===== src/rtl/core/alief_pkg.sv =====
`timescale 1ns / 1ps
`default_nettype none

package alief_pkg;

    // Store geometry and field widths
    localparam int unsigned CAPACITY_DEF = 16;
    localparam int unsigned MAX_RESULTS  = 16;
    localparam int unsigned ACTION_W     = 4;
    localparam int unsigned POS_W        = 5;
    localparam int unsigned VALUE_W      = 32;
    localparam int unsigned STATUS_W     = 2;
    localparam int unsigned FPOS_W       = 4;
    localparam int unsigned ECNT_W       = 5;

    // Action codes on s_action
    typedef enum logic [ACTION_W-1:0] {
        ACT_INSERT_AT  = 4'd0,
        ACT_ERASE_AT   = 4'd1,
        ACT_FIND       = 4'd2,
        ACT_PUSH_FRONT = 4'd3,
        ACT_PUSH_BACK  = 4'd4,
        ACT_POP_FRONT  = 4'd5,
        ACT_POP_BACK   = 4'd6,
        ACT_DUMP       = 4'd7,
        ACT_CLEAR      = 4'd8
    } action_t;

    // Result status codes
    typedef enum logic [STATUS_W-1:0] {
        ST_OK     = 2'd0,
        ST_BADPOS = 2'd1,
        ST_FULL   = 2'd2,
        ST_EMPTY  = 2'd3
    } status_t;

    // Controller states
    typedef enum logic [3:0] {
        S_IDLE,
        S_SHIFT_UP,
        S_PUT,
        S_SHIFT_DN,
        S_FIND,
        S_DUMP_RD,
        S_DUMP_EM,
        S_EMIT
    } ctrl_state_t;

    // Source of the latched list position
    typedef enum logic [1:0] {
        POS_IN,
        POS_ZERO,
        POS_CNT
    } pos_sel_t;

    // Walk index update
    typedef enum logic [2:0] {
        IDX_HOLD,
        IDX_ZERO,
        IDX_POS,
        IDX_CNT,
        IDX_INC,
        IDX_DEC
    } idx_op_t;

    // Store read request
    typedef enum logic [2:0] {
        RD_NONE,
        RD_MOVE_UP,
        RD_MOVE_DN,
        RD_FIND,
        RD_DUMP
    } rd_op_t;

    // Entry count update
    typedef enum logic [1:0] {
        CNT_HOLD,
        CNT_INC,
        CNT_DEC,
        CNT_CLR
    } cnt_op_t;

    // Controller to datapath
    typedef struct packed {
        logic     accept;
        pos_sel_t pos_sel;
        idx_op_t  idx_op;
        rd_op_t   rd_op;
        logic     put;
        cnt_op_t  cnt_op;
        logic     emit;
        status_t  emit_status;
        logic     emit_found;
        logic     emit_data;
        logic     emit_last;
    } alief_cmd_t;

    // Datapath to controller
    typedef struct packed {
        logic count_zero;
        logic count_full;
        logic in_pos_gt_cnt;
        logic in_pos_ge_cnt;
        logic idx_gt_pos;
        logic idx_lt_last;
        logic idx_lt_cnt;
        logic dump_last;
        logic cmp_pend;
        logic hit;
        logic out_free;
    } alief_stat_t;

endpackage

`default_nettype wire


===== src/rtl/core/alief_dpath.sv =====
`timescale 1ns / 1ps
`default_nettype none

module alief_dpath
    import alief_pkg::*;
#(
    parameter int unsigned CAPACITY = CAPACITY_DEF
) (
    input  logic                       aclk,
    input  logic                       aresetn,
    input  alief_cmd_t                 cmd,
    output alief_stat_t                stat,
    input  logic [POS_W-1:0]           s_position,
    input  logic signed [VALUE_W-1:0]  s_value_in,
    output logic                       m_valid,
    input  logic                       m_ready,
    output logic [STATUS_W-1:0]        m_status,
    output logic                       m_found,
    output logic [FPOS_W-1:0]          m_found_position,
    output logic signed [VALUE_W-1:0]  m_value_out,
    output logic [ECNT_W-1:0]          m_entry_count,
    output logic                       m_last
);

    localparam int unsigned IW  = (CAPACITY > 1) ? $clog2(CAPACITY) : 1;
    localparam int unsigned CW  = $clog2(CAPACITY + 1);
    localparam int unsigned MRW = $clog2(MAX_RESULTS + 1);
    localparam int unsigned CW0 = (CW > POS_W) ? CW : POS_W;
    localparam int unsigned XW  = ((CW0 > MRW) ? CW0 : MRW) + 1;

    // List store
    logic [VALUE_W-1:0] mem [CAPACITY];
    logic [VALUE_W-1:0] rdata_reg;

    logic [CW-1:0]      count_reg, count_next;
    logic [CW-1:0]      idx_reg, idx_next;
    logic [IW-1:0]      pos_reg, pos_next, pos_new;
    logic [VALUE_W-1:0] key_reg, key_next;
    logic               mv_pend_reg, mv_pend_next;
    logic [IW-1:0]      mv_dst_reg, mv_dst_next;
    logic               cmp_pend_reg, cmp_pend_next;
    logic [IW-1:0]      cmp_idx_reg, cmp_idx_next;

    logic               rd_en;
    logic [CW-1:0]      rd_idx;
    logic [IW-1:0]      rd_addr;
    logic               mem_we;
    logic [IW-1:0]      mem_waddr;
    logic [VALUE_W-1:0] mem_wdata;

    logic                m_valid_reg, m_valid_next;
    logic [STATUS_W-1:0] m_status_reg, m_status_next;
    logic                m_found_reg, m_found_next;
    logic [FPOS_W-1:0]   m_fpos_reg, m_fpos_next;
    logic [VALUE_W-1:0]  m_value_reg, m_value_next;
    logic [ECNT_W-1:0]   m_ecnt_reg, m_ecnt_next;
    logic                m_last_reg, m_last_next;

    logic [XW-1:0] cnt_x, posr_x, pos_in_x, idx_x, mr_x, cap_x, dump_n_x;

    // Widened operands for compares
    assign cnt_x    = XW'(count_reg);
    assign posr_x   = XW'(pos_reg);
    assign pos_in_x = XW'(s_position);
    assign idx_x    = XW'(idx_reg);
    assign mr_x     = XW'(MAX_RESULTS);
    assign cap_x    = XW'(CAPACITY);
    assign dump_n_x = (cnt_x > mr_x) ? mr_x : cnt_x;

    // Status to controller
    always_comb begin
        stat.count_zero    = (count_reg == '0);
        stat.count_full    = (cnt_x == cap_x);
        stat.in_pos_gt_cnt = (pos_in_x > cnt_x);
        stat.in_pos_ge_cnt = (pos_in_x >= cnt_x);
        stat.idx_gt_pos    = (idx_x > posr_x);
        stat.idx_lt_last   = ((idx_x + XW'(1)) < cnt_x);
        stat.idx_lt_cnt    = (idx_x < cnt_x);
        stat.dump_last     = ((idx_x + XW'(1)) == dump_n_x);
        stat.cmp_pend      = cmp_pend_reg;
        stat.hit           = cmp_pend_reg && (rdata_reg == key_reg);
        stat.out_free      = !m_valid_reg || m_ready;
    end

    // Operand latch at transaction accept
    always_comb begin
        unique case (cmd.pos_sel)
            POS_IN:   pos_new = IW'(s_position);
            POS_ZERO: pos_new = '0;
            POS_CNT:  pos_new = IW'(count_reg);
            default:  pos_new = '0;
        endcase
        pos_next = cmd.accept ? pos_new : pos_reg;
        key_next = cmd.accept ? $unsigned(s_value_in) : key_reg;
    end

    // Walk index
    always_comb begin
        unique case (cmd.idx_op)
            IDX_HOLD: idx_next = idx_reg;
            IDX_ZERO: idx_next = '0;
            IDX_POS:  idx_next = CW'(pos_new);
            IDX_CNT:  idx_next = count_reg;
            IDX_INC:  idx_next = CW'(idx_reg + 1'b1);
            IDX_DEC:  idx_next = CW'(idx_reg - 1'b1);
            default:  idx_next = idx_reg;
        endcase
    end

    // Entry count
    always_comb begin
        unique case (cmd.cnt_op)
            CNT_HOLD: count_next = count_reg;
            CNT_INC:  count_next = CW'(count_reg + 1'b1);
            CNT_DEC:  count_next = CW'(count_reg - 1'b1);
            CNT_CLR:  count_next = '0;
            default:  count_next = count_reg;
        endcase
    end

    // Read address; a move writes its data in the cycle after the read
    always_comb begin
        rd_en  = 1'b1;
        rd_idx = idx_reg;
        unique case (cmd.rd_op)
            RD_NONE:    rd_en = 1'b0;
            RD_MOVE_UP: rd_idx = CW'(idx_reg - 1'b1);
            RD_MOVE_DN: rd_idx = CW'(idx_reg + 1'b1);
            RD_FIND:    rd_idx = idx_reg;
            RD_DUMP:    rd_idx = idx_reg;
            default:    rd_en = 1'b0;
        endcase
        rd_addr = rd_idx[IW-1:0];

        mv_pend_next  = (cmd.rd_op == RD_MOVE_UP) || (cmd.rd_op == RD_MOVE_DN);
        mv_dst_next   = mv_pend_next ? idx_reg[IW-1:0] : mv_dst_reg;
        cmp_pend_next = (cmd.rd_op == RD_FIND);
        cmp_idx_next  = cmp_pend_next ? rd_addr : cmp_idx_reg;
    end

    // Write port: pending move, or the new value
    assign mem_we    = mv_pend_reg || cmd.put;
    assign mem_waddr = mv_pend_reg ? mv_dst_reg : pos_reg;
    assign mem_wdata = mv_pend_reg ? rdata_reg : key_reg;

    always_ff @(posedge aclk) begin
        if (mem_we) begin
            mem[mem_waddr] <= mem_wdata;
        end
        if (rd_en) begin
            rdata_reg <= mem[rd_addr];
        end
    end

    // Result register
    always_comb begin
        m_valid_next  = m_valid_reg && !m_ready;
        m_status_next = m_status_reg;
        m_found_next  = m_found_reg;
        m_fpos_next   = m_fpos_reg;
        m_value_next  = m_value_reg;
        m_ecnt_next   = m_ecnt_reg;
        m_last_next   = m_last_reg;
        if (cmd.emit) begin
            m_valid_next  = 1'b1;
            m_status_next = cmd.emit_status;
            m_found_next  = cmd.emit_found;
            m_fpos_next   = cmd.emit_found ? FPOS_W'(cmp_idx_reg) : '0;
            m_value_next  = cmd.emit_data ? rdata_reg : '0;
            m_ecnt_next   = ECNT_W'(count_reg);
            m_last_next   = cmd.emit_last;
        end
    end

    // Control registers
    always_ff @(posedge aclk) begin
        if (!aresetn) begin
            count_reg    <= '0;
            mv_pend_reg  <= 1'b0;
            cmp_pend_reg <= 1'b0;
            m_valid_reg  <= 1'b0;
        end else begin
            count_reg    <= count_next;
            mv_pend_reg  <= mv_pend_next;
            cmp_pend_reg <= cmp_pend_next;
            m_valid_reg  <= m_valid_next;
        end
    end

    // Payload registers
    always_ff @(posedge aclk) begin
        idx_reg      <= idx_next;
        pos_reg      <= pos_next;
        key_reg      <= key_next;
        mv_dst_reg   <= mv_dst_next;
        cmp_idx_reg  <= cmp_idx_next;
        m_status_reg <= m_status_next;
        m_found_reg  <= m_found_next;
        m_fpos_reg   <= m_fpos_next;
        m_value_reg  <= m_value_next;
        m_ecnt_reg   <= m_ecnt_next;
        m_last_reg   <= m_last_next;
    end

    assign m_valid          = m_valid_reg;
    assign m_status         = m_status_reg;
    assign m_found          = m_found_reg;
    assign m_found_position = m_fpos_reg;
    assign m_value_out      = $signed(m_value_reg);
    assign m_entry_count    = m_ecnt_reg;
    assign m_last           = m_last_reg;

endmodule

`default_nettype wire


===== src/rtl/core/alief_ctrl.sv =====
`timescale 1ns / 1ps
`default_nettype none

module alief_ctrl
    import alief_pkg::*;
(
    input  logic                aclk,
    input  logic                aresetn,
    input  logic                s_valid,
    input  logic [ACTION_W-1:0] s_action,
    output logic                s_ready,
    input  alief_stat_t         stat,
    output alief_cmd_t          cmd
);

    ctrl_state_t state_reg, state_next;
    status_t     res_status_reg, res_status_next;
    logic        res_found_reg, res_found_next;
    action_t     act;

    assign act = action_t'(s_action);

    // Next state
    always_comb begin
        state_next = state_reg;
        unique case (state_reg)
            S_IDLE: begin
                if (s_valid) begin
                    unique case (act)
                        ACT_INSERT_AT:
                            state_next = (stat.in_pos_gt_cnt || stat.count_full) ?
                                         S_EMIT : S_SHIFT_UP;
                        ACT_ERASE_AT:
                            state_next = (stat.count_zero || stat.in_pos_ge_cnt) ?
                                         S_EMIT : S_SHIFT_DN;
                        ACT_FIND:
                            state_next = S_FIND;
                        ACT_PUSH_FRONT, ACT_PUSH_BACK:
                            state_next = stat.count_full ? S_EMIT : S_SHIFT_UP;
                        ACT_POP_FRONT:
                            state_next = stat.count_zero ? S_EMIT : S_SHIFT_DN;
                        ACT_DUMP:
                            state_next = stat.count_zero ? S_EMIT : S_DUMP_RD;
                        default:
                            state_next = S_EMIT;
                    endcase
                end
            end
            S_SHIFT_UP: begin
                if (!stat.idx_gt_pos) begin
                    state_next = S_PUT;
                end
            end
            S_PUT: state_next = S_EMIT;
            S_SHIFT_DN: begin
                if (!stat.idx_lt_last) begin
                    state_next = S_EMIT;
                end
            end
            S_FIND: begin
                if (stat.hit || (!stat.idx_lt_cnt && !stat.cmp_pend)) begin
                    state_next = S_EMIT;
                end
            end
            S_DUMP_RD: state_next = S_DUMP_EM;
            S_DUMP_EM: begin
                if (stat.out_free) begin
                    state_next = stat.dump_last ? S_IDLE : S_DUMP_RD;
                end
            end
            S_EMIT: begin
                if (stat.out_free) begin
                    state_next = S_IDLE;
                end
            end
            default: state_next = S_IDLE;
        endcase
    end

    // Commands
    always_comb begin
        s_ready         = 1'b0;
        cmd             = '0;
        cmd.pos_sel     = POS_IN;
        cmd.idx_op      = IDX_HOLD;
        cmd.rd_op       = RD_NONE;
        cmd.cnt_op      = CNT_HOLD;
        cmd.emit_status = ST_OK;
        res_status_next = res_status_reg;
        res_found_next  = res_found_reg;
        unique case (state_reg)
            S_IDLE: begin
                s_ready = 1'b1;
                if (s_valid) begin
                    cmd.accept      = 1'b1;
                    res_status_next = ST_OK;
                    res_found_next  = 1'b0;
                    unique case (act)
                        ACT_INSERT_AT: begin
                            if (stat.in_pos_gt_cnt) begin
                                res_status_next = ST_BADPOS;
                            end else if (stat.count_full) begin
                                res_status_next = ST_FULL;
                            end else begin
                                cmd.idx_op = IDX_CNT;
                            end
                        end
                        ACT_ERASE_AT: begin
                            if (stat.count_zero) begin
                                res_status_next = ST_EMPTY;
                            end else if (stat.in_pos_ge_cnt) begin
                                res_status_next = ST_BADPOS;
                            end else begin
                                cmd.idx_op = IDX_POS;
                            end
                        end
                        ACT_FIND: cmd.idx_op = IDX_ZERO;
                        ACT_PUSH_FRONT: begin
                            cmd.pos_sel = POS_ZERO;
                            if (stat.count_full) begin
                                res_status_next = ST_FULL;
                            end else begin
                                cmd.idx_op = IDX_CNT;
                            end
                        end
                        ACT_PUSH_BACK: begin
                            cmd.pos_sel = POS_CNT;
                            if (stat.count_full) begin
                                res_status_next = ST_FULL;
                            end else begin
                                cmd.idx_op = IDX_CNT;
                            end
                        end
                        ACT_POP_FRONT: begin
                            cmd.pos_sel = POS_ZERO;
                            if (stat.count_zero) begin
                                res_status_next = ST_EMPTY;
                            end else begin
                                cmd.idx_op = IDX_POS;
                            end
                        end
                        ACT_POP_BACK: begin
                            if (stat.count_zero) begin
                                res_status_next = ST_EMPTY;
                            end else begin
                                cmd.cnt_op = CNT_DEC;
                            end
                        end
                        ACT_DUMP:  cmd.idx_op = IDX_ZERO;
                        ACT_CLEAR: cmd.cnt_op = CNT_CLR;
                        default: ;
                    endcase
                end
            end
            // Move entries up one slot, from the tail down to the insert position
            S_SHIFT_UP: begin
                if (stat.idx_gt_pos) begin
                    cmd.rd_op  = RD_MOVE_UP;
                    cmd.idx_op = IDX_DEC;
                end
            end
            S_PUT: begin
                cmd.put    = 1'b1;
                cmd.cnt_op = CNT_INC;
            end
            // Move entries down one slot, from the erase position to the tail
            S_SHIFT_DN: begin
                if (stat.idx_lt_last) begin
                    cmd.rd_op  = RD_MOVE_DN;
                    cmd.idx_op = IDX_INC;
                end else begin
                    cmd.cnt_op = CNT_DEC;
                end
            end
            S_FIND: begin
                if (stat.hit) begin
                    res_found_next = 1'b1;
                end else if (stat.idx_lt_cnt) begin
                    cmd.rd_op  = RD_FIND;
                    cmd.idx_op = IDX_INC;
                end
            end
            S_DUMP_RD: cmd.rd_op = RD_DUMP;
            S_DUMP_EM: begin
                if (stat.out_free) begin
                    cmd.emit      = 1'b1;
                    cmd.emit_data = 1'b1;
                    cmd.emit_last = stat.dump_last;
                    if (!stat.dump_last) begin
                        cmd.idx_op = IDX_INC;
                    end
                end
            end
            S_EMIT: begin
                if (stat.out_free) begin
                    cmd.emit        = 1'b1;
                    cmd.emit_status = res_status_reg;
                    cmd.emit_found  = res_found_reg;
                    cmd.emit_last   = 1'b1;
                end
            end
            default: ;
        endcase
    end

    always_ff @(posedge aclk) begin
        if (!aresetn) begin
            state_reg <= S_IDLE;
        end else begin
            state_reg <= state_next;
        end
    end

    always_ff @(posedge aclk) begin
        res_status_reg <= res_status_next;
        res_found_reg  <= res_found_next;
    end

endmodule

`default_nettype wire


===== src/rtl/core/array_list_insert_erase_find_unit.sv =====
// Ordered list of signed 32-bit entries in a single-port-write, single-port-read store.
// One transaction in flight: insert or push shifts the tail up a slot and writes the value,
// erase or pop_front shifts the tail down over the position, find reads until a hit, dump
// reads and emits each entry in turn; shifts and find move or read one entry per cycle.
// A new transaction is taken while the last result still waits in the output register.
// Synchronous active-low reset empties the list; store contents are not cleared.
`timescale 1ns / 1ps
`default_nettype none

module array_list_insert_erase_find_unit
    import alief_pkg::*;
#(
    parameter int unsigned CAPACITY = CAPACITY_DEF
) (
    input  logic                       aclk,
    input  logic                       aresetn,
    input  logic                       s_valid,
    output logic                       s_ready,
    input  logic [ACTION_W-1:0]        s_action,
    input  logic [POS_W-1:0]           s_position,
    input  logic signed [VALUE_W-1:0]  s_value_in,
    output logic                       m_valid,
    input  logic                       m_ready,
    output logic [STATUS_W-1:0]        m_status,
    output logic                       m_found,
    output logic [FPOS_W-1:0]          m_found_position,
    output logic signed [VALUE_W-1:0]  m_value_out,
    output logic [ECNT_W-1:0]          m_entry_count,
    output logic                       m_last
);

    alief_cmd_t  cmd;
    alief_stat_t stat;

    alief_ctrl u_ctrl (
        .aclk     (aclk),
        .aresetn  (aresetn),
        .s_valid  (s_valid),
        .s_action (s_action),
        .s_ready  (s_ready),
        .stat     (stat),
        .cmd      (cmd)
    );

    alief_dpath #(
        .CAPACITY (CAPACITY)
    ) u_dpath (
        .aclk             (aclk),
        .aresetn          (aresetn),
        .cmd              (cmd),
        .stat             (stat),
        .s_position       (s_position),
        .s_value_in       (s_value_in),
        .m_valid          (m_valid),
        .m_ready          (m_ready),
        .m_status         (m_status),
        .m_found          (m_found),
        .m_found_position (m_found_position),
        .m_value_out      (m_value_out),
        .m_entry_count    (m_entry_count),
        .m_last           (m_last)
    );

    // One transaction at a time: input closes right after an accept
    a_one_in_flight: assert property (@(posedge aclk) disable iff (!aresetn)
        (s_valid && s_ready) |=> !s_ready)
        else $error("input accepted while a transaction was in progress");

    // Count reported never exceeds the store size
    a_count_bound: assert property (@(posedge aclk) disable iff (!aresetn)
        m_valid |-> ((CAPACITY > 31) || (32'(m_entry_count) <= CAPACITY)))
        else $error("entry count above capacity");

    // A find hit is a single clean result
    a_found_clean: assert property (@(posedge aclk) disable iff (!aresetn)
        (m_valid && m_found) |-> (m_status == ST_OK && m_last && m_value_out == 0))
        else $error("found result malformed");

    // A failed action is a single result with no data
    a_fail_clean: assert property (@(posedge aclk) disable iff (!aresetn)
        (m_valid && m_status != ST_OK) |-> (m_last && !m_found && m_value_out == 0))
        else $error("error result malformed");

endmodule

`default_nettype wire

===== config.mk =====
export PLATFORM = sky130hd
export DESIGN_NAME = array_list_insert_erase_find_unit
export DESIGN_NICKNAME = d
export VERILOG_FILES = /design/src/rtl/core/alief_pkg.sv /design/src/rtl/core/alief_dpath.sv /design/src/rtl/core/alief_ctrl.sv /design/src/rtl/core/array_list_insert_erase_find_unit.sv
export SDC_FILE = /design/constraint.sdc
export NUM_CORES = 1
export LEC_CHECK = 0
export BUFFER_PORTS_ARGS = -buffer_cell sky130_fd_sc_hd__buf_2
export CORE_MARGIN = 8
export CORE_UTILIZATION = 30
export DETAILED_ROUTE_END_ITERATION = 8
export SYNTH_ARGS = -nofsm -noshare
export SYNTH_HDL_FRONTEND = slang
export SYNTH_SLANG_ARGS = --single-unit

===== constraint.sdc =====
create_clock -name aclk -period 8.5 [get_ports aclk]
set_input_delay 2.125 -clock aclk [delete_from_list [all_inputs] [get_ports aclk]]
set_output_delay 2.125 -clock aclk [all_outputs]
set_load 0.05 [all_outputs]

[Word level (Yosys, flattened, before mapping)]
Memory sizes are Yosys's and may differ from the RTL's. A register that Yosys moved wholly into a read port is not among the register bits.
Index checks and enable logic that the tools add are counted.
Word-level totals
  bits in registers: 109
  output and inout port bits: 47
  memory bits (writable): 512
  memories: 1
  input port bits: 45
Cells by class
  muxes and demuxes: 65
  $add $sub $neg: 5
  magnitude comparators: 6
  equal/unequal tests: 38
  reductions and logical operators: 29
Memories
  u_dpath.mem: depth 16, bits a word 32, read ports 1, clocked after memory_dff 1, write ports 1, RTL line alief_dpath.sv:32  | logic [VALUE_W-1:0] mem [CAPACITY];
Operators by type and width (count)
  $eq 32x32->1: 1
  $eq 4x3->1 const B: 8
  $mux 32: 1
  $mux 4: 8
  $pmux 4 s8: 1
  $mux 3: 10
  $mux 6: 5
  $pmux 3 s5: 2
  $pmux 5 s5: 1
  $mux 2: 12
  $pmux 4 s6: 1
  $eq 4x2->1 const B: 4
  $pmux 4 s2: 2
  $pmux 5 s3: 1
  $eq 3x2->1 const B: 4
  $mux 1: 12
  $pmux 3 s4: 1
  $add 5x1->5 const B: 2
  $ne 2x2->1 const B: 5
  $sub 5x1->5 const B: 2
  $eq 3x3->1 const B: 3
  $eq 4x1->1 const B: 2
  $logic_not 4->1: 2
  $pmux 2 s2: 2
  other kinds (30): 51

[Depth between registers and ports, before layout]
Gate-level depths: netlist (run 1).
  depth in word-level cells: 9
  gate-level depth with buffers: 16
  mapped depth without buffers: 16

[Modules after synthesis]
From an unflattened synthesis (run 1), not the netlist that was laid out.
Unflattened totals
  cells, all modules: 2505
  area total of the unflattened synthesis: 29803.6 um^2
By module, submodules not included
  alief_dpath: instances 1, cells an instance 2400, area an instance 29036.6 um^2, seq. area each 19318.5 um^2
  alief_ctrl: instances 1, cells an instance 105, area an instance 767.0 um^2, seq. area each 150.1 um^2

[Worst setup path after synthesis (run 1)]
No wires, ideal clock.
  path type: input to register
  from: input port s_action[1]
  to: register u_dpath.count_reg[4]
  buffers on the path: 1
  arrival: 4.390 ns
  stages on the path: 13
  path slack: 3.995 ns
  cells stage by stage: clkbuf_1 > nand2_1 > o32a_1 > nor3_1 > a21oi_1 > or2_2 > inv_1 > ha_1 > a21o_1 > a21oi_1 > mux2i_1 > xnor2_1 > nor2_1
Between the ends
  cells in the longest elaborated chain, start to end: 6
RTL lines
  start, declared: RTL line array_list_insert_erase_find_unit.sv:19  | input logic [ACTION_W-1:0] s_action,
  $eq 4x4->1 / $eq 4x3->1 (equally long branches): RTL line alief_ctrl.sv:98  | unique case (act)
  $pmux 2 s2 (*): RTL line alief_ctrl.sv:98
  $mux 2 (*): RTL line alief_ctrl.sv:94  | if (s_valid) begin
  $pmux 2 s3 (*): RTL line alief_ctrl.sv:91  | unique case (state_reg)
  $eq 2x2->1 / $eq 2x1->1 (equally long branches): RTL line alief_dpath.sv:112  | unique case (cmd.cnt_op)
  $pmux 5 s3: RTL line alief_dpath.sv:112
  end signal, assigned: RTL line alief_dpath.sv:183  | count_reg <= count_next;
  end, declared: RTL line alief_dpath.sv:35  | logic [CW-1:0] count_reg, count_next;
Every way passes the cells marked *; elsewhere a longest branch is shown, timed or not.
A chain may end at the register's enable or synchronous reset.

[Worst setup path after layout (run 1)]
  from: register u_dpath.idx_reg[0]
  to: register u_dpath.rdata_reg[16] (read register of u_dpath.mem), data pin
Between the ends
  cells in the longest elaborated chain, start to end: 7
RTL lines
  start, declared: RTL line alief_dpath.sv:36  | logic [CW-1:0] idx_reg, idx_next;
  start signal, assigned: RTL line alief_dpath.sv:192  | idx_reg <= idx_next;
  $add 5x1->6 / $lt 5x5->1 (equally long branches): RTL line alief_dpath.sv:77, alief_dpath.sv:78
  $lt 6x5->1 / $mux 6 (equally long branches): RTL line alief_dpath.sv:77, alief_ctrl.sv:178
  $mux 6, on equally long branches: RTL line alief_ctrl.sv:168, alief_ctrl.sv:176
  $pmux 3 s4: RTL line alief_ctrl.sv:91
  $eq 3x3->1, or another cell as far along: RTL line alief_dpath.sv:125  | unique case (cmd.rd_op)
  $reduce_or 4->1 (no source line)
  $mux 1: RTL line alief_dpath.sv:125
  end, declared: RTL line alief_dpath.sv:33  | logic [VALUE_W-1:0] rdata_reg;
Parallel ways exist; a longest one is shown, timed or not.

==> out/qor.txt, run 1 <==
status: completed
crit path launch type: register
PD cells: 402 nW/um^2
Starting Density: 30.2%
placed insts: 2555
largest net degree at the start of global routing: 130
Yosys top cell area share: 73.7%
M1 wire length: 28900 um
final worst setup slack: 3.18 ns
Tmin final: 5.32 ns
share of cells above drive strength 1: 26.7%
total track usage: 13.3%
final core utilization: 34.9%
Area growth syn-to-layout: 15.4%
final hold viol count: 0
Final Max Slew Viols: 0
routed wire length: 66100 um
max reg flops: 512
crit path DAT: 5.67 ns
postcts setup bufs: 0
Routed met3 length: 4930 um
Crit. End Element: register
Die Wd: 311 um
critical path data required time: 8.85 ns
flops & latches, synth: 652
critical path type: register to register
drt drc: 0
RePlAce Congestion: 0.820
Post-synth EDFFs: 641
final setup TNS: 0 ns
CTS tree: yes
hpwl dp: 34800 um
hold buffers post-CTS: 0
DR WL met2: 30900 um
Skew-Pair Late Insertion Delay: 0.61 ns
syn_area_per_cell: 19.3 um^2
MaxCap Viol Count: 0
Core ar.: 86500 um^2
total of warnings raised by yosys: 0
First-pass DRT Iterations: 5
die area: 96800 um^2
syn_nets: 1419
Max IR drop VDD: 0.000647 V
RSZ-0062 raised after global routing: false
GR Overflow Total: 0
Fin Hold WS: 0.549 ns
Placement Setup Slack: 3.12 ns
FF-to-FF setup slack: 3.18 ns
number of clock buffers inserted by TritonCTS: 67
DR vias: 13700
final instance area: 30200 um^2
Top FF cell, synth: edfxtp_1
Distinct cells, synth: 71
largest cells by area after synthesis: edfxtp_1 74%, mux4_2 11%, a22oi_1 2.0%
non-filler cells, final: 2670
Slew headroom: 32.3%
Total Power: 12.1 mW
largest register by flop count: u_dpath.mem
crit share post-route: 62.6%
clock transition at the registers of the reported paths: 0.06 ns
CTS root buffer: clkbuf_16
Hold Crit Class: register to register
H-tree Lvls: 3
I/O pin total: 92
Mapped Area: 26100 um^2
first-pass GRT wire length: 96200 um
Least-Margin Pin Slew: 1.02 ns
Worst Skew: 0.0364 ns
DP Area: 28100 um^2
floorplan row count: 108
Post-Syn Instances: 1351
port bufs: 91
Final nets: 1537
final setup vio count: 0
Crit Path Max Fanout: 100
drt initial violations: 1479
sequential cell area fraction in the yosys report: 74.5%
Routed Antenna Nets: 0
Leak: 9.79 nW
# diodes: 0
CTS resizes: 0
top sig layer: met4
initial antenna violation count: 2
clock buffer depth: 3
clk sinks: 652
leading area contributor after synthesis: edfxtp_1
fmax: 188 MHz
Synth async-reset ratio: 0%
number of global-route vias before repair: 13900
drt via density: 5.11
die boundary height: 311 um
wire per inst: 24.7 um
[placed cells by master (no fill, tap or decap), types with 22 or more instances in the layout]
| master | synthesis | routed |
|---|---|---|
| a22oi_1 | 69 | 69 |
| and3_1 | 38 | 38 |
| buf_2 | 14 | 91 |
| buf_4 | 5 | 24 |
| clkbuf_16 | 0 | 69 |
| edfxtp_1 | 641 | 641 |
| ha_1 | 22 | 22 |
| inv_1 | 26 | 25 |
| mux2_2 | 32 | 32 |
| mux4_2 | 128 | 128 |
| nand2_1 | 59 | 59 |
| nor2_1 | 43 | 26 |
| xnor2_1 | 39 | 38 |
[where the power goes]
group          switching (mW)  internal (mW)
Sequential              0.309           4.32
Combinational            2.74           1.98
Clock                    1.21           1.56
[critical path, cell delays in order, from the launching register on]
cell	delay (ns)
edfxtp_1	0.62
ha_1	0.37
xnor2_1	0.32
inv_1	0.08
ha_1	0.31
a21o_1	0.18
a31oi_1	0.22
o211ai_2	0.19
o21ai_4	0.38
xnor2_2	0.15
buf_4	0.52
buf_12	0.66
mux4_2	0.60
a22oi_1	0.20
nand2_1	0.08
[final timing paths]
check                                                   end  depth (start not counted)              startpoint
worst max-delay path                  u_dpath.rdata_reg[16]                         14      u_dpath.idx_reg[0]
worst min-delay path            u_dpath.m_found_position[1]                          1  u_dpath.cmp_idx_reg[1]
worst max register to register        u_dpath.rdata_reg[16]                         14      u_dpath.idx_reg[0]
worst min register to register  u_dpath.m_found_position[1]                          1  u_dpath.cmp_idx_reg[1]
[metal layers]
layer	vias to the layer above	GRT usage, %
met5	-	0
met4	0	3.17
met3	82	2.77
met2	587	20.9
met1	7209	18.7
li1	5777	-
[Yosys cell counts (all sizes together) (12+ instances only)]
cell	n
edfxtp	641
mux4	128
a22oi	69
nand2	59
nor2	43
xnor2	39
and3	38
clkbuf	37
mux2	32
buf	31
inv	27
ha	22
a21oi	17
o21ai	12
[cell type report]
type                       count  area (um^2)
clock buffer                  81         1780
clock inverter                34          262
fill                        8109        56300
inverter                      28          105
multi-input combinational    603         6430
sequential                   652        19500
tap                         1155         1450
timing repair buffer         117          676
[kinds of logic (layout without fill, tap and decap cells)]
kind of cell / Yosys count / in the layout / synth area share [%]
buffers and inverters: 96 / 260 / 1.52
adder cells (fa/ha/maj): 23 / 23 / 1.13
AND/OR/NAND/NOR: 212 / 212 / 4.08
multiplexers: 161 / 161 / 12.4
XOR/XNOR: 43 / 43 / 1.44
AO/OA/AOI/OAI: 164 / 164 / 4.87
flip-flops: 652 / 652 / 74.5
(Power assumes the default switching activity.)
==> inputs of run 2 (changes only) <==
- clock period: 8.5 -> 4.5 ns (I/O delays scaled with it)
==> run 2 against run 1 <==
Total power rose by 94%. Via count about the same. Core utilization increased by 0.44 points. Global-route usage about the same. Critical endpoint is now u_dpath.rdata_reg[1]. Clock skew decreased by 0.0075 ns. Design area grew 1.3%. Worst setup slack lost 2.8 ns. Final cell count grew 0.79%. Clock-buffer cell count shrank 3. Flip-flop and latch count stayed put. Critical path type unchanged. Clock power is 94% higher.
==> out/qor.txt, run 2 (synthesis results as in run 1) <==
status: completed (unchanged)
Routed Antenna Nets: 0 (unchanged)
share of cells above drive strength 1: 28.0% (was 26.7%)
# diodes: 0 (unchanged)
DP Area: 28500 um^2 (was 28100 um^2)
commonest non-fill, non-tap cell in the layout: edfxtp_1 (unchanged)
number of clock buffers inserted by TritonCTS: 66 (was 67)
Crit. End Element: register (unchanged)
CTS root buffer: clkbuf_16 (unchanged)
Worst Skew: 0.0289 ns (was 0.0364 ns)
final setup TNS: 0 ns (unchanged)
Tmin final: 4.07 ns (was 5.32 ns)
floorplan row count: 108 (unchanged)
MaxCap Viol Count: 0 (unchanged)
clk sinks: 652 (unchanged)
CP max stage cell: mux4_2 (was buf_12)
clock buffer depth: 3 (unchanged)
Most common cell on crit path: ha_1 (unchanged)
Hold Crit Depth: 1 (unchanged)
drt via density: 5.08 (was 5.11)
RePlAce Congestion: 0.811 (was 0.820)
routed wire length: 65900 um (was 66100 um)
max reg flops: 512 (unchanged)
Hold Crit Class: register to register (unchanged)
critical path type: register to register (unchanged)
DR vias: 13700 (about the same)
port bufs: 91 (unchanged)
hold buffers post-CTS: 0 (unchanged)
final instance area: 30600 um^2 (was 30200 um^2)
GR Overflow Total: 0 (unchanged)
worst reg2reg path depth: 14 (unchanged)
largest stage delay on the critical path: 0.52 ns (was 0.66 ns)
Area growth syn-to-layout: 16.9% (was 15.4%)
CTS resizes: 0 (unchanged)
drt drc: 0 (unchanged)
Slew headroom: 21.3% (was 32.3%)
PD cells: 770 nW/um^2 (was 402 nW/um^2)
H-tree Lvls: 3 (unchanged)
first-pass GRT wire length: 96500 um (was 96200 um)
wire per inst: 24.5 um (was 24.7 um)
FF-to-FF setup slack: 0.43 ns (was 3.18 ns)
Hold Startpoint: u_dpath.cmp_idx_reg[2] (was u_dpath.cmp_idx_reg[1])
Max IR drop VDD: 0.000892 V (was 0.000647 V)
Leak: 9.98 nW (was 9.79 nW)
Critical Path, Cell by Cell: ha_1 -> xnor2_1 -> inv_1 -> ha_1 -> a21o_1 -> a31oi_1 -> o211ai_2 -> o21ai_4 -> xnor2_2 -> buf_12 -> buf_4 -> mux4_2 -> a22oi_1 -> nand2_1 (was ha_1 -> xnor2_1 -> inv_1 -> ha_1 -> a21o_1 -> a31oi_1 -> o211ai_2 -> o21ai_4 -> xnor2_2 -> buf_4 -> buf_12 -> mux4_2 -> a22oi_1 -> nand2_1)
R2R Path Start: u_dpath.idx_reg[0] (unchanged)
I/O pin total: 92 (unchanged)
Final nets: 1558 (was 1537)
Hold Path Sink: u_dpath.m_found_position[2] (was u_dpath.m_found_position[1])
RSZ-0062 raised after global routing: false (unchanged)
Least-Margin Pin Slew: 1.18 ns (was 1.02 ns)
Starting Density: 30.2% (unchanged)
drt initial violations: 1485 (was 1479)
hpwl dp: 37100 um (was 34800 um)
crit share post-route: 90.5% (was 62.6%)
largest net degree at the start of global routing: 83 (was 130)
number of global-route vias before repair: 14000 (was 13900)
Final Max Slew Viols: 0 (unchanged)
die area: 96800 um^2 (unchanged)
R2R Path End: u_dpath.rdata_reg[1] (was u_dpath.rdata_reg[16])
critical path data required time: 4.84 ns (was 8.85 ns)
Crit Path Max Fanout: 28 (was 100)
placed insts: 2577 (was 2555)
most frequent cells in the layout: 641 x edfxtp_1, 128 x mux4_2, 91 x buf_2 (unchanged)
First-pass DRT Iterations: 5 (unchanged)
die boundary height: 311 um (unchanged)
initial antenna violation count: 0 (was 2)
total track usage: 13.3% (about the same)
final hold viol count: 0 (unchanged)
crit path DAT: 4.42 ns (was 5.67 ns)
final core utilization: 35.3% (was 34.9%)
largest register by flop count: u_dpath.mem (unchanged)
non-filler cells, final: 2691 (was 2670)
CTS tree: yes (unchanged)
Skew-Pair Late Insertion Delay: 0.61 ns (about the same)
fmax: 245 MHz (was 188 MHz)
Total Power: 23.5 mW (was 12.1 mW)
crit path launch type: register (unchanged)
postcts setup bufs: 0 (unchanged)
Die Wd: 311 um (unchanged)
clock transition at the registers of the reported paths: 0.07 ns (was 0.06 ns)
Core ar.: 86500 um^2 (unchanged)
final setup vio count: 0 (unchanged)
run 2: critical path: cells and delay by family (launching register included):
kind | cells | cell delay [ns]
multiplexers | 1 | 0.52
buffers and inverters | 3 | 0.66
flip-flops | 1 | 0.40
adder cells (fa/ha/maj) | 2 | 0.59
AO/OA/AOI/OAI | 5 | 1.04
AND/OR/NAND/NOR | 1 | 0.07
XOR/XNOR | 2 | 0.49
run 2: final cells by class:
type / count / area (um^2)
clock buffer: 78 / 1720
clock inverter: 36 / 373
fill: 8050 / 55900
inverter: 28 / 105
multi-input combinational: 603 / 6430
sequential: 652 / 19500
tap: 1155 / 1450
timing repair buffer: 139 / 1020
run 2: how the worst max path moves through the flow:
stage | startpoint | slack [ns] | cells past startpoint | to
floorplan | u_dpath.idx_reg[1] | 0.64 | 14 | u_dpath.rdata_reg[22]
global placement | u_dpath.idx_reg[0] | 0.53 | 14 | u_dpath.rdata_reg[1]
detailed placement | u_dpath.idx_reg[0] | 0.47 | 14 | u_dpath.rdata_reg[11]
CTS | u_dpath.idx_reg[0] | 0.45 | 14 | u_dpath.rdata_reg[1]
global route | u_dpath.idx_reg[0] | 0.22 | 14 | u_dpath.rdata_reg[3]
finish | u_dpath.idx_reg[0] | 0.43 | 14 | u_dpath.rdata_reg[1]
run 2: metrics by stage:
stage	setup slack (ns)	hold WS, ns
2_1_floorplan	0.639	0.423
3_3_place_gp	0.531	0.527
3_5_place_dp	0.469	0.526
4_1_cts	0.453	0.529
5_1_grt	0.217	0.551
6_report	0.427	0.530
run 2: power by group:
part / switching [mW] / total, mW / internal, mW
Clock: 2.30 / 5.38 / 3.09
Combinational: 5.38 / 9.51 / 4.13
Sequential: 0.471 / 8.62 / 8.15
run 2: routing by layer:
layer | vias to the layer above | share of wire [%] | global-route usage, %
met3 | 98 | 6.4 | 2.39
met2 | 537 | 47 | 21.1
met4 | 0 | 2.4 | 3.38
li1 | 5825 | - | -
met5 | - | 0 | 0
met1 | 7197 | 44 | 18.9
